File: config.mk
export PLATFORM = sky130hd
export DESIGN_NAME = metropolis_acceptance_test_unit
export DESIGN_NICKNAME = d
export VERILOG_FILES = /design/src/sv/mat_pkg.sv /design/src/sv/mat_seq.sv /design/src/sv/mat_dp.sv /design/src/sv/metropolis_acceptance_test_unit.sv
export SDC_FILE = /design/constraint.sdc
export NUM_CORES = 2
export LEC_CHECK = 0
export BUFFER_PORTS_ARGS = -buffer_cell sky130_fd_sc_hd__buf_2
export CORE_MARGIN = 3
export CORE_UTILIZATION = 45
export DETAILED_ROUTE_END_ITERATION = 16
export PLACE_DENSITY = 0.67
export SYNTH_ARGS = -nofsm -noshare
export SYNTH_HDL_FRONTEND = slang
export SYNTH_SLANG_ARGS = --single-unit
File: constraint.sdc
create_clock -name clk -period 12.6 [get_ports clk]
set_clock_uncertainty 0.2 [all_clocks]
set_input_delay 2.52 -clock clk [delete_from_list [all_inputs] [get_ports clk]]
set_output_delay 2.52 -clock clk [all_outputs]
set_load 0.01 [all_outputs]
File: src/sv/mat_pkg.sv
// Shared types, constants and microprogram for the Metropolis acceptance test.
// Holds payload structs, control word layout, the microcode table and the reciprocal table.
// No dependencies.
package mat_pkg;

    // Payload widths
    localparam int ENERGY_WIDTH = 32;
    localparam int DICE_BITS    = 16;
    localparam int COUNT_W      = 17;
    localparam int ITEMP_W      = 32;
    localparam int ATOMS_W      = 16;
    localparam int CFG_IDX_W    = 1;
    localparam int CFG_DATA_W   = 32;

    // Datapath widths
    localparam int MUL_A_W   = 37;
    localparam int MUL_B_W   = 36;
    localparam int MUL_P_W   = MUL_A_W + MUL_B_W;
    localparam int T_W       = 33;
    localparam int K_W       = 4;
    localparam int SHIFT_W   = 6;

    // Request codes
    localparam logic REQ_TRIAL   = 1'b0;
    localparam logic REQ_RESTART = 1'b1;

    // Configuration register indexes
    localparam logic [CFG_IDX_W-1:0] REG_INV_TEMP   = 1'b0;
    localparam logic [CFG_IDX_W-1:0] REG_ATOM_COUNT = 1'b1;

    // Reset values of the configuration registers
    localparam logic [ITEMP_W-1:0] INV_TEMP_RST   = 32'd61422;
    localparam logic [ATOMS_W-1:0] ATOM_COUNT_RST = 16'd64;

    // Fixed-point constants
    localparam logic [MUL_B_W-1:0] LOG2E_Q24  = 36'd24204406;
    localparam logic [MUL_B_W-1:0] LN2_Q32    = 36'd2977044472;
    localparam logic [T_W-1:0]     ONE_Q32    = 33'h1_0000_0000;
    localparam logic [63:0]        X_LIMIT    = 64'd23 << 40;
    localparam logic [K_W-1:0]     HORNER_TOP = 4'd9;

    // Input and result beats
    typedef struct packed {
        logic                           req_type;
        logic signed [ENERGY_WIDTH-1:0] old_energy;
        logic signed [ENERGY_WIDTH-1:0] new_energy;
        logic [DICE_BITS-1:0]           dice;
    } mat_in_t;

    typedef struct packed {
        logic                           accepted;
        logic signed [ENERGY_WIDTH-1:0] current_energy;
        logic                           sweep_done;
    } mat_out_t;

    // Microprogram layout
    localparam int PROG_LEN = 10;
    localparam int PC_W     = $clog2(PROG_LEN);

    localparam logic [PC_W-1:0] PC_LOOP   = 4'd6;
    localparam logic [PC_W-1:0] PC_FINISH = 4'd9;

    typedef enum logic [2:0] {
        MS_NONE,
        MS_LO,
        MS_HI,
        MS_LOG2E,
        MS_LN2,
        MS_RT,
        MS_RECIP
    } mul_sel_t;

    typedef enum logic [1:0] {
        XO_HOLD,
        XO_LOAD,
        XO_ADD_HI
    } xop_t;

    typedef enum logic [1:0] {
        JC_NONE,
        JC_UF,
        JC_MORE
    } jump_t;

    typedef struct packed {
        mul_sel_t        mul_sel;
        xop_t            x_op;
        logic            set_ovf;
        logic            set_big;
        logic            init;
        logic            ld_r;
        logic            ld_v;
        logic            horner;
        logic            last;
        jump_t           jmp;
        logic [PC_W-1:0] target;
    } mat_ctrl_t;

    // Datapath status for conditional jumps
    typedef struct packed {
        logic uf;
        logic more;
    } mat_flags_t;

    localparam mat_ctrl_t CTRL_NOP = '{
        mul_sel: MS_NONE,
        x_op:    XO_HOLD,
        jmp:     JC_NONE,
        default: '0
    };

    // Microcode table: one control word per step
    function automatic mat_ctrl_t prog_word(input logic [PC_W-1:0] pc);
        mat_ctrl_t w;
        w = CTRL_NOP;
        unique case (pc)
            4'd0: w.mul_sel = MS_LO;
            4'd1:
            begin
                w.mul_sel = MS_HI;
                w.x_op    = XO_LOAD;
            end
            4'd2:
            begin
                w.x_op    = XO_ADD_HI;
                w.set_ovf = 1'b1;
            end
            4'd3:
            begin
                w.set_big = 1'b1;
                w.mul_sel = MS_LOG2E;
                w.jmp     = JC_UF;
                w.target  = PC_FINISH;
            end
            4'd4:
            begin
                w.mul_sel = MS_LN2;
                w.init    = 1'b1;
            end
            4'd5: w.ld_r = 1'b1;
            4'd6: w.mul_sel = MS_RT;
            4'd7:
            begin
                w.ld_v    = 1'b1;
                w.mul_sel = MS_RECIP;
            end
            4'd8:
            begin
                w.horner = 1'b1;
                w.jmp    = JC_MORE;
                w.target = PC_LOOP;
            end
            4'd9: w.last = 1'b1;
            default: w = CTRL_NOP;
        endcase
        return w;
    endfunction

    // floor(2^35 / k) for the Horner divisors
    function automatic logic [MUL_B_W-1:0] recip_q35(input logic [K_W-1:0] k);
        logic [MUL_B_W-1:0] m;
        unique case (k)
            4'd1:    m = 36'd34359738368;
            4'd2:    m = 36'd17179869184;
            4'd3:    m = 36'd11453246122;
            4'd4:    m = 36'd8589934592;
            4'd5:    m = 36'd6871947673;
            4'd6:    m = 36'd5726623061;
            4'd7:    m = 36'd4908534052;
            4'd8:    m = 36'd4294967296;
            4'd9:    m = 36'd3817748707;
            default: m = '0;
        endcase
        return m;
    endfunction

endpackage

File: src/sv/mat_seq.sv
// Microcode sequencer: step counter, table lookup and conditional jumps.
// Depends on mat_pkg.
module mat_seq (
    input  logic                clk,
    input  logic                rst_n,
    input  logic                start,
    input  mat_pkg::mat_flags_t flags,
    output mat_pkg::mat_ctrl_t  ctrl,
    output logic                done
);
    import mat_pkg::*;

    logic [PC_W-1:0] pc_reg;
    logic            run_reg;
    logic            taken;

    // Current control word, idle word when stopped
    assign ctrl = run_reg ? prog_word(pc_reg) : CTRL_NOP;
    assign done = run_reg && ctrl.last;

    // Jump decode
    always_comb
    begin
        unique case (ctrl.jmp)
            JC_UF:   taken = flags.uf;
            JC_MORE: taken = flags.more;
            default: taken = 1'b0;
        endcase
    end

    // Step counter
    always_ff @(posedge clk or negedge rst_n)
    begin
        if (!rst_n)
        begin
            pc_reg  <= '0;
            run_reg <= 1'b0;
        end
        else if (start)
        begin
            pc_reg  <= '0;
            run_reg <= 1'b1;
        end
        else if (run_reg)
        begin
            pc_reg <= taken ? ctrl.target : pc_reg + 1'b1;
            if (ctrl.last)
                run_reg <= 1'b0;
        end
    end

    a_run_holds: assert property (@(posedge clk) disable iff (!rst_n)
        (run_reg && !ctrl.last) |=> run_reg)
        else $error("sequencer stopped before its final step");

endmodule

File: src/sv/mat_dp.sv
// Exp datapath: shared multiplier, x accumulator, Horner registers and final compare.
// Depends on mat_pkg; driven by control words from mat_seq.
module mat_dp (
    input  logic                                clk,
    input  mat_pkg::mat_ctrl_t                  ctrl,
    input  logic [mat_pkg::ENERGY_WIDTH-1:0]    rise,
    input  logic [mat_pkg::ITEMP_W-1:0]         inv_temp,
    input  logic [mat_pkg::DICE_BITS-1:0]       dice,
    output mat_pkg::mat_flags_t                 flags,
    output logic                                move_ok
);
    import mat_pkg::*;

    logic [MUL_P_W-1:0] mul_reg;
    logic [63:0]        x_reg;
    logic               zero_reg;
    logic [T_W-1:0]     t_reg;
    logic [31:0]        r_reg;
    logic [31:0]        v_reg;
    logic [K_W-1:0]     k_reg;
    logic [SHIFT_W-1:0] n_reg;

    logic [63:0]        rise_ext;
    logic [MUL_A_W-1:0] mul_a;
    logic [MUL_B_W-1:0] mul_b;
    logic               x_big;
    logic [31:0]        q0;
    logic [35:0]        rem;
    logic               bump;
    logic [T_W-1:0]     t_next;
    logic [T_W-1:0]     prob;
    logic [T_W-1:0]     dice_scaled;

    assign rise_ext = 64'(rise);
    assign x_big    = (x_reg >= X_LIMIT);

    // Operand select for the shared multiplier
    always_comb
    begin
        unique case (ctrl.mul_sel)
            MS_LO:
            begin
                mul_a = MUL_A_W'(rise_ext[31:0]);
                mul_b = MUL_B_W'(inv_temp);
            end
            MS_HI:
            begin
                mul_a = MUL_A_W'(rise_ext[63:32]);
                mul_b = MUL_B_W'(inv_temp);
            end
            MS_LOG2E:
            begin
                mul_a = x_reg[44:8];
                mul_b = LOG2E_Q24;
            end
            MS_LN2:
            begin
                mul_a = MUL_A_W'(mul_reg[55:24]);
                mul_b = LN2_Q32;
            end
            MS_RT:
            begin
                mul_a = MUL_A_W'(t_reg);
                mul_b = MUL_B_W'(r_reg);
            end
            MS_RECIP:
            begin
                mul_a = MUL_A_W'(mul_reg[63:32]);
                mul_b = recip_q35(k_reg);
            end
            default:
            begin
                mul_a = '0;
                mul_b = '0;
            end
        endcase
    end

    // One Horner term: t = 1 - ((r*t) >> 32) / k, quotient fixed up by one compare
    always_comb
    begin
        q0     = mul_reg[66:35];
        rem    = 36'(v_reg) - 36'(q0) * 36'(k_reg);
        bump   = (rem >= 36'(k_reg));
        t_next = ONE_Q32 - (T_W'(q0) + T_W'(bump));
    end

    // Final probability and compare against the scaled dice
    assign prob        = t_reg >> n_reg;
    assign dice_scaled = T_W'(dice) << (32 - DICE_BITS);
    assign move_ok     = !zero_reg && (prob > dice_scaled);

    assign flags.uf   = zero_reg | x_big;
    assign flags.more = (k_reg != 4'd1);

    // Datapath registers
    always_ff @(posedge clk)
    begin
        if (ctrl.mul_sel != MS_NONE)
            mul_reg <= MUL_P_W'(mul_a) * MUL_P_W'(mul_b);

        unique case (ctrl.x_op)
            XO_LOAD:   x_reg <= mul_reg[63:0];
            XO_ADD_HI: x_reg <= x_reg + {mul_reg[31:0], 32'b0};
            default:   x_reg <= x_reg;
        endcase

        // Underflow: high partial product too large, or x past 23
        if (ctrl.set_ovf)
            zero_reg <= (mul_reg[MUL_P_W-1:20] != '0);
        if (ctrl.set_big)
            zero_reg <= zero_reg | x_big;

        if (ctrl.init)
        begin
            t_reg <= ONE_Q32;
            k_reg <= HORNER_TOP;
            n_reg <= mul_reg[61:56];
        end
        if (ctrl.ld_r)
            r_reg <= mul_reg[63:32];
        if (ctrl.ld_v)
            v_reg <= mul_reg[63:32];
        if (ctrl.horner)
        begin
            t_reg <= t_next;
            k_reg <= k_reg - 1'b1;
        end
    end

endmodule

File: src/sv/metropolis_acceptance_test_unit.sv
// Rising trial: the microprogram starts on the accepting edge; a trial whose exp underflows
// jumps past the Horner loop; a restart or a trial with no energy rise skips the microprogram.
// The next beat is taken once the unit is idle again. Exp runs as a 34-step microprogram on
// one shared 37x36 multiplier, the nine-term Horner loop at three steps per term.
// Reset (async, active low) loads the config defaults, trial counter 1, done flag clear.
// Top level: handshakes, config registers, trial counter; uses mat_pkg, mat_seq, mat_dp.
module metropolis_acceptance_test_unit (
    input  logic                            clk,
    input  logic                            rst_n,
    input  logic                            cfg_write,
    input  logic [mat_pkg::CFG_IDX_W-1:0]   cfg_index,
    input  logic [mat_pkg::CFG_DATA_W-1:0]  cfg_data,
    input  logic                            in_valid,
    output logic                            in_stall,
    input  mat_pkg::mat_in_t                in_data,
    output logic                            out_valid,
    input  logic                            out_stall,
    output mat_pkg::mat_out_t               out_data
);
    import mat_pkg::*;

    typedef enum logic [1:0] {
        S_IDLE,
        S_RUN,
        S_HOLD
    } state_t;

    state_t                         state_reg;
    logic [ITEMP_W-1:0]             inv_temp_reg;
    logic [ATOMS_W-1:0]             atom_count_reg;
    logic [COUNT_W-1:0]             count_reg;
    logic                           done_reg;
    logic signed [ENERGY_WIDTH-1:0] old_reg;
    logic signed [ENERGY_WIDTH-1:0] new_reg;
    logic [ENERGY_WIDTH-1:0]        rise_reg;
    logic [DICE_BITS-1:0]           dice_reg;
    mat_out_t                       res_reg;
    mat_out_t                       out_data_reg;
    logic                           out_valid_reg;

    logic [COUNT_W-1:0]             count_next;
    logic                           done_next;
    logic                           no_rise;
    logic                           slot_free;
    logic                           seq_start;
    logic                           seq_done;
    logic                           move_ok;
    mat_ctrl_t                      ctrl;
    mat_flags_t                     flags;

    assign in_stall  = (state_reg != S_IDLE);
    assign out_valid = out_valid_reg;
    assign out_data  = out_data_reg;
    assign slot_free = !out_valid_reg || !out_stall;

    // Saturating trial count and sticky done flag
    assign count_next = (count_reg == '1) ? count_reg : count_reg + 1'b1;
    assign done_next  = done_reg | (count_next > COUNT_W'(atom_count_reg));
    assign no_rise    = (in_data.new_energy <= in_data.old_energy);
    assign seq_start  = (state_reg == S_IDLE) && in_valid
                        && (in_data.req_type == REQ_TRIAL) && !no_rise;

    mat_seq u_seq (
        .clk   (clk),
        .rst_n (rst_n),
        .start (seq_start),
        .flags (flags),
        .ctrl  (ctrl),
        .done  (seq_done)
    );

    mat_dp u_dp (
        .clk      (clk),
        .ctrl     (ctrl),
        .rise     (rise_reg),
        .inv_temp (inv_temp_reg),
        .dice     (dice_reg),
        .flags    (flags),
        .move_ok  (move_ok)
    );

    // Control state, config, counter and output register
    always_ff @(posedge clk or negedge rst_n)
    begin
        if (!rst_n)
        begin
            state_reg      <= S_IDLE;
            inv_temp_reg   <= INV_TEMP_RST;
            atom_count_reg <= ATOM_COUNT_RST;
            count_reg      <= COUNT_W'(1);
            done_reg       <= 1'b0;
            old_reg        <= '0;
            new_reg        <= '0;
            rise_reg       <= '0;
            dice_reg       <= '0;
            res_reg        <= '0;
            out_data_reg   <= '0;
            out_valid_reg  <= 1'b0;
        end
        else
        begin
            if (cfg_write)
            begin
                unique case (cfg_index)
                    REG_INV_TEMP:   inv_temp_reg   <= cfg_data;
                    REG_ATOM_COUNT: atom_count_reg <= cfg_data[ATOMS_W-1:0];
                    default:        inv_temp_reg   <= inv_temp_reg;
                endcase
            end

            // Drain the output beat unless a new one is loaded this edge
            if (out_valid_reg && !out_stall && state_reg != S_HOLD)
                out_valid_reg <= 1'b0;

            unique case (state_reg)
                S_IDLE:
                begin
                    if (in_valid)
                    begin
                        if (in_data.req_type == REQ_RESTART)
                        begin
                            count_reg              <= COUNT_W'(1);
                            res_reg.accepted       <= 1'b0;
                            res_reg.current_energy <= '0;
                            res_reg.sweep_done     <= done_reg;
                            state_reg              <= S_HOLD;
                        end
                        else
                        begin
                            count_reg          <= count_next;
                            done_reg           <= done_next;
                            old_reg            <= in_data.old_energy;
                            new_reg            <= in_data.new_energy;
                            rise_reg           <= in_data.new_energy - in_data.old_energy;
                            dice_reg           <= in_data.dice;
                            res_reg.sweep_done <= done_next;
                            if (no_rise)
                            begin
                                res_reg.accepted       <= 1'b1;
                                res_reg.current_energy <= in_data.new_energy;
                                state_reg              <= S_HOLD;
                            end
                            else
                                state_reg <= S_RUN;
                        end
                    end
                end
                S_RUN:
                begin
                    if (seq_done)
                    begin
                        res_reg.accepted       <= move_ok;
                        res_reg.current_energy <= move_ok ? new_reg : old_reg;
                        state_reg              <= S_HOLD;
                    end
                end
                S_HOLD:
                begin
                    if (slot_free)
                    begin
                        out_data_reg  <= res_reg;
                        out_valid_reg <= 1'b1;
                        state_reg     <= S_IDLE;
                    end
                end
                default: state_reg <= S_IDLE;
            endcase
        end
    end

    a_done_sticky: assert property (@(posedge clk) disable iff (!rst_n)
        done_reg |=> done_reg)
        else $error("sweep done flag dropped");

    a_restart_count: assert property (@(posedge clk) disable iff (!rst_n)
        (in_valid && !in_stall && in_data.req_type == REQ_RESTART) |=> (count_reg == COUNT_W'(1)))
        else $error("restart beat did not reset the trial counter");

    a_seq_done_run: assert property (@(posedge clk) disable iff (!rst_n)
        seq_done |-> (state_reg == S_RUN))
        else $error("microprogram finished outside a running trial");

endmodule
# Yosys cells after proc, flatten, opt, wreduce, memory -nomap -nowiden
# Memory sizes are Yosys's and may differ from the RTL's. A register that Yosys moved wholly into a read port is not among the register bits.
# Index checks and enable logic that the tools add are counted.
# word_totals
n_memories,1
elab_cells,150
mem_bits_ro,576
in_bits,119
regBits,499
output_inout_bits,36
# mem_list
memory,depth,word_bits,read_ports,rd_clocked_by_memory_dff,write_ports,line,rtl
(name not given),16,36,1,1,0,mat_pkg.sv:162,unique case (k)
# classes
n_mux,45
eq_ne,28
n_lt_le_gt_ge,5
bitwise_logic,4
n_reduce_logical,30
mul,2
shift,1
n_addsub,8
# op_table
op,n
one-hot mux 37 bit (5 select lines),1
one-hot mux 36 bit (5 select lines),1
2-to-1 mux 33 bit,4
one-hot mux 64 bit (2 select lines),1
multiplier 37 x 36 -> 73 bit,1
2-to-1 mux 34 bit,2
one-hot mux 33 bit (2 select lines),1
adder 64 bit,1
greater-or-equal comparator 64 x 45 -> 1 bit (second input constant),1
nonzero test 53 bit,1
greater-or-equal comparator 36 x 4 -> 1 bit,1
multiplier 32 x 4 -> 36 bit,1
subtractor 32 x 36 -> 36 bit,1
2-to-1 mux 17 bit,2
adder 32 x 1 -> 33 bit,1
> comparator 33 x 32 -> 1 bit,1
right shift 33 x 6 -> 33 bit,1
subtractor 33 bit (first input constant),1
<= comparator 32 bit,1
2-to-1 mux 32 bit,1
subtractor 32 bit,1
2-to-1 mux 4 bit,6
2-to-1 mux 18 bit,1
one-hot mux 3 bit (6 select lines),1
other kinds (36),89

# Depth between registers and ports, before layout
# logic_depth
word_depth,8
depth_mapped,41
ltp_nobuf,38

# Hierarchy
# From an unflattened synthesis, not the netlist that was laid out.
# hier_totals
hier_cells,8158
hier_area_um2,74755.4
# by_module_without_submodules
mod,instances,seq_area_each_um2,cells_per_inst,area_each_um2
mat_dp,1,7437.1,6862,61676.7
metropolis_acceptance_test_unit,1,6249.7,1227,12525.8
mat_seq,1,125.1,69,553.0

# Least setup slack after synthesis
# Ideal clock, no wire load.
# synth_timing
path_type,reg-to-reg
start,register u_seq.pc_reg[0]
end,"register u_dp.mul_reg[55], data pin"
path_stages_with_launch,34
period_less_slack_ps,9771
arrival_time_ps,9307
setup_ps,264
n_path_buf,5
path_slack_ps,2829
t_required_ps,12136
cell_sequence,dfrtp_1 ha_1 o311ai_2 buf_2 buf_2 buf_1 a21oi_1 o22ai_1 clkbuf_1 nand2_1 fa_1 inv_1 fa_1 fa_1 inv_1 fa_1 fa_1 inv_1 fa_1 fa_1 inv_1 fa_1 inv_1 ha_1 clkbuf_1 and4_1 nand4_1 o41a_1 o21a_1 o21ai_1 nand3_1 o21ai_0 a21oi_1 xnor2_1
# synth_via
elab_chain_len,7
word_cells_on_any_way,18
classes_between,mul (1); eq/ne (11); mux (4); reduce/logical (2)
# synth_rtl
item,line,rtl
start: declaration,mat_seq.sv:13,logic [PC_W-1:0] pc_reg;
start signal: assignment,mat_seq.sv:46,pc_reg <= taken ? ctrl.target : pc_reg + 1'b1;
equality test 4 x 3 -> 1 bit (tied with other cells),mat_pkg.sv:116,unique case (pc)
one-hot mux 3 bit (6 select lines) (*),mat_pkg.sv:116,
2-to-1 mux 18 bit (*),mat_seq.sv:18,assign ctrl = run_reg ? prog_word(pc_reg) : CTRL_NOP;
equality test 3 x 1 -> 1 bit / equality test 3 x 2 -> 1 bit (equally long branches),mat_dp.sv:40,unique case (ctrl.mul_sel)
OR reduction 2 bit (no line),n/a,
one-hot mux 36 bit (5 select lines),mat_dp.sv:40,
multiplier 37 x 36 -> 73 bit (*),mat_dp.sv:100,mul_reg <= MUL_P_W'(mul_a) * MUL_P_W'(mul_b);
end signal: assignment,mat_dp.sv:100,
end: declaration,mat_dp.sv:14,logic [MUL_P_W-1:0] mul_reg;
# Every way passes the cells marked *; elsewhere a longest branch is shown, timed or not.
# A chain may end at the register's enable or synchronous reset.

# Worst setup path in the final report
# layout_timing
start,register u_seq.run_reg
end,"register u_dp.mul_reg[68], data pin"
# layout_via
elab_chain_len,5
word_cells_on_any_way,11
classes_between,mul (1); eq/ne (6); mux (3); reduce/logical (1)
# layout_rtl
item,line,rtl
start: declaration,mat_seq.sv:14,logic run_reg;
start signal: assignment,mat_seq.sv:37,run_reg <= 1'b0;
start signal: assignment,mat_seq.sv:42,run_reg <= 1'b1;
start signal: assignment,mat_seq.sv:48,run_reg <= 1'b0;
2-to-1 mux 18 bit (*),mat_seq.sv:18,
equality test 3 x 1 -> 1 bit / equality test 3 x 2 -> 1 bit (equally long branches),mat_dp.sv:40,
OR reduction 2 bit (no line),n/a,
one-hot mux 36 bit (5 select lines),mat_dp.sv:40,
multiplier 37 x 36 -> 73 bit (*),mat_dp.sv:100,
# Marks and branches as above.

==> impl_metrics.env <==
export IMPL_chipHeight_um=410
export IMPL_design_area_um2=79800
export IMPL_yosysUniqueCellTypes=96
export IMPL_path_clk_slew_ns=0.06
export IMPL_status="finished, final reports clean"
export IMPL_insertion_delay_ns=0.71
export IMPL_finalCriticalPeriod_ns=12.06
export IMPL_crit_path_top_delay_cell="a21oi_2"
export IMPL_reg2reg_depth=36
export IMPL_cts_tree="yes"
export IMPL_critPathRequiredTime_ns=12.80
export IMPL_crit_start="u_seq.run_reg$_DFF_PN0_"
export IMPL_syn_area_um2=73600
export IMPL_track_usage_pct=29.8
export IMPL_route_detailed_drc=0
export IMPL_cts_hold_buf=0
export IMPL_cp_slowest_stage_delay_ns=0.75
export IMPL_reg2reg_from="u_seq.run_reg$_DFF_PN0_"
export IMPL_layout_drive_gt1_share_pct=8.08
export IMPL_yosysSeqAreaShare_pct=18.8
export IMPL_die_area_um2=168000
export IMPL_largest_reg_flops=73
export IMPL_crit_top_cell="fa_1"
export IMPL_finalHoldViolCount=0
export IMPL_postPlaceCellArea_um2=77700
export IMPL_num_vias=59400
export IMPL_ctsResizeCount=0
export IMPL_max_freq_ghz=0.0829
export IMPL_synthArstFlopShare_pct=50.1
export IMPL_cts_root_buf="clkbuf_16"
export IMPL_via_per_inst=5.75
export IMPL_maxSlewViolCount=0
export IMPL_hp_class="reg2reg"
export IMPL_period_share_pct=95.7
export IMPL_rrSetupSlack_ns=0.54
export IMPL_first_iter_violations=6052
export IMPL_syn_inst=8020
export IMPL_start_util_pct=45.6
export IMPL_ioPinCount=155
export IMPL_startpoint_type="register"
export IMPL_dp_hpwl_mm=198
export IMPL_chipWidth_um=410
export IMPL_yosysWarnings=0
export IMPL_r2r_end="u_dp.mul_reg[68]$_DFFE_PP_"
export IMPL_setup_viol=0
export IMPL_avgRoutedWirePerCell_um=24.2
export IMPL_rsz0062_at_grt="false"
export IMPL_cp_max_fo=32
export IMPL_clock_path_buffers=3
export IMPL_cp_endpoint="u_dp.mul_reg[68]$_DFFE_PP_"
export IMPL_grt_pass1_wl_mm=379
export IMPL_synth_top_area_share_pct=34.9
export IMPL_postCtsSetupRepairBufs=0
export IMPL_routed_wl_mm=250
export IMPL_worstSetupPathType="reg2reg"
export IMPL_tns_ns=0
export IMPL_cts_buffers=60
export IMPL_syn_avg_cell_area_um2=9.18
export IMPL_gp_congestion=1.04
export IMPL_first_pass_iters=8
export IMPL_synthFlopType="dfrtp_1"
export IMPL_grt_max_degree=101
export IMPL_rows=147
export IMPL_arrival_ns=12.26
export IMPL_slew_headroom_pct=15.7
export IMPL_worst_pin_slew_ns=1.26
export IMPL_ys_seq_elements=507
export IMPL_fin_nets=10000
export IMPL_whs_ns=0.274
export IMPL_overflow=0
export IMPL_worstSetupEndpointType="register"
export IMPL_antenna_found_initial=5
export IMPL_yosysTopAreaCell="fa_1"
export IMPL_placeableCoreArea_um2=161000
export IMPL_cts_sinks=507
export IMPL_cap_violations=0
export IMPL_h_tree_depth=2
export IMPL_port_buffers=154
export IMPL_final_antenna_net_count=0
export IMPL_synth_area_leaders="fa_1 (35%), edfxtp_1 (9.7%), ha_1 (8.5%), dfrtp_1 (8.1%), inv_1 (7.4%)"
export IMPL_synth_edf_count=237
export IMPL_area_growth_pct=8.38
export IMPL_grt_pass1_vias=61200
[cell type report]
cell class / count / area [µm²]
clock inverters: 29 / 300
well taps: 2160 / 2700
flip-flops and latches: 507 / 13800
repair buffers: 325 / 2060
fillers: 15100 / 81700
diodes: 8 / 20.0
inverters: 1456 / 5470
clock buffers: 83 / 1730
multi-input cells: 5759 / 53700
[through the flow]
stage                     util [%]  setup slack (ns)  cells
final                         49.4             0.538  10300
after CTS                     49.4             0.856  10300
after detailed placement      48.1             0.942  10200
after global placement        48.1             0.639  10200
after global routing          49.4             0.176  10300
after floorplan                  -              2.83   8114
[how the worst min path moves through the flow]
stage	to	cells past startpoint	start	slack, ns
3_5_place_dp	new_reg[24]$_DFFE_PN0P_	2	new_reg[24]$_DFFE_PN0P_	0.26
2_1_floorplan	done_reg$_DFFE_PN0P_	1	done_reg$_DFFE_PN0P_	0.24
5_1_grt	done_reg$_DFFE_PN0P_	1	done_reg$_DFFE_PN0P_	0.29
6_report	new_reg[2]$_DFFE_PN0P_	2	new_reg[2]$_DFFE_PN0P_	0.27
4_1_cts	done_reg$_DFFE_PN0P_	1	done_reg$_DFFE_PN0P_	0.28
3_3_place_gp	done_reg$_DFFE_PN0P_	1	done_reg$_DFFE_PN0P_	0.25
[cell usage after synthesis, drive strengths merged, types with 68 or more instances]
library cell	n
nand3	68
inv	1454
xnor2	110
xor2	71
a21oi	253
dfrtp	239
ha	502
o21ai	291
o21a	68
a21o	94
nor2b	68
fa	1282
edfxtp	237
nor2	703
nor3	68
clkbuf	337
mux2	113
nand2	1251
[cells in the final DEF (no fill, tap or decap), types with 113 or more instances in the layout]
cell type,count
nand2_1,1250
ha_1,501
mux2_2,113
edfxtp_1,237
o21ai_0,257
fa_1,1282
buf_4,171
a21oi_1,227
buf_2,153
inv_1,1454
dfrtp_1,239
nor2_1,693
[cell families (layout without fill, tap and decap cells)]
kind of cell / Yosys count / after routing / synth area share [%]
compound gates: 1088 / 1088 / 9.64
xor+xnor: 181 / 181 / 2.15
fa+ha+maj: 1784 / 1784 / 43.4
buf+inv: 1848 / 1893 / 9.49
flops: 507 / 507 / 18.8
mux: 180 / 180 / 2.67
other cells: 2 / 104 / 0.0102
simple gates: 2430 / 2430 / 13.9
[worst max-delay path: cells and delay by family, from the launching register on]
kind	cells	cell delay, ns
fa+ha+maj	9	4.38
compound gates	11	3.55
buf+inv	10	1.42
simple gates	5	1.41
flops	1	0.61
xor+xnor	1	0.16
[metal layers]
metal / wire (µm) / vias to the layer above / track usage [%]
met1: 95100 / 29800 / 38.7
met4: 16800 / 0 / 16.4
met3: 28800 / 835 / 8.05
met5: 0 / - / 0
met2: 109000 / 3393 / 45.4
li1: - / 25300 / -
Power is left out: the tool's default activity adds up to more than one toggle a clock period on the data nets, which glitch-free logic cannot reach.
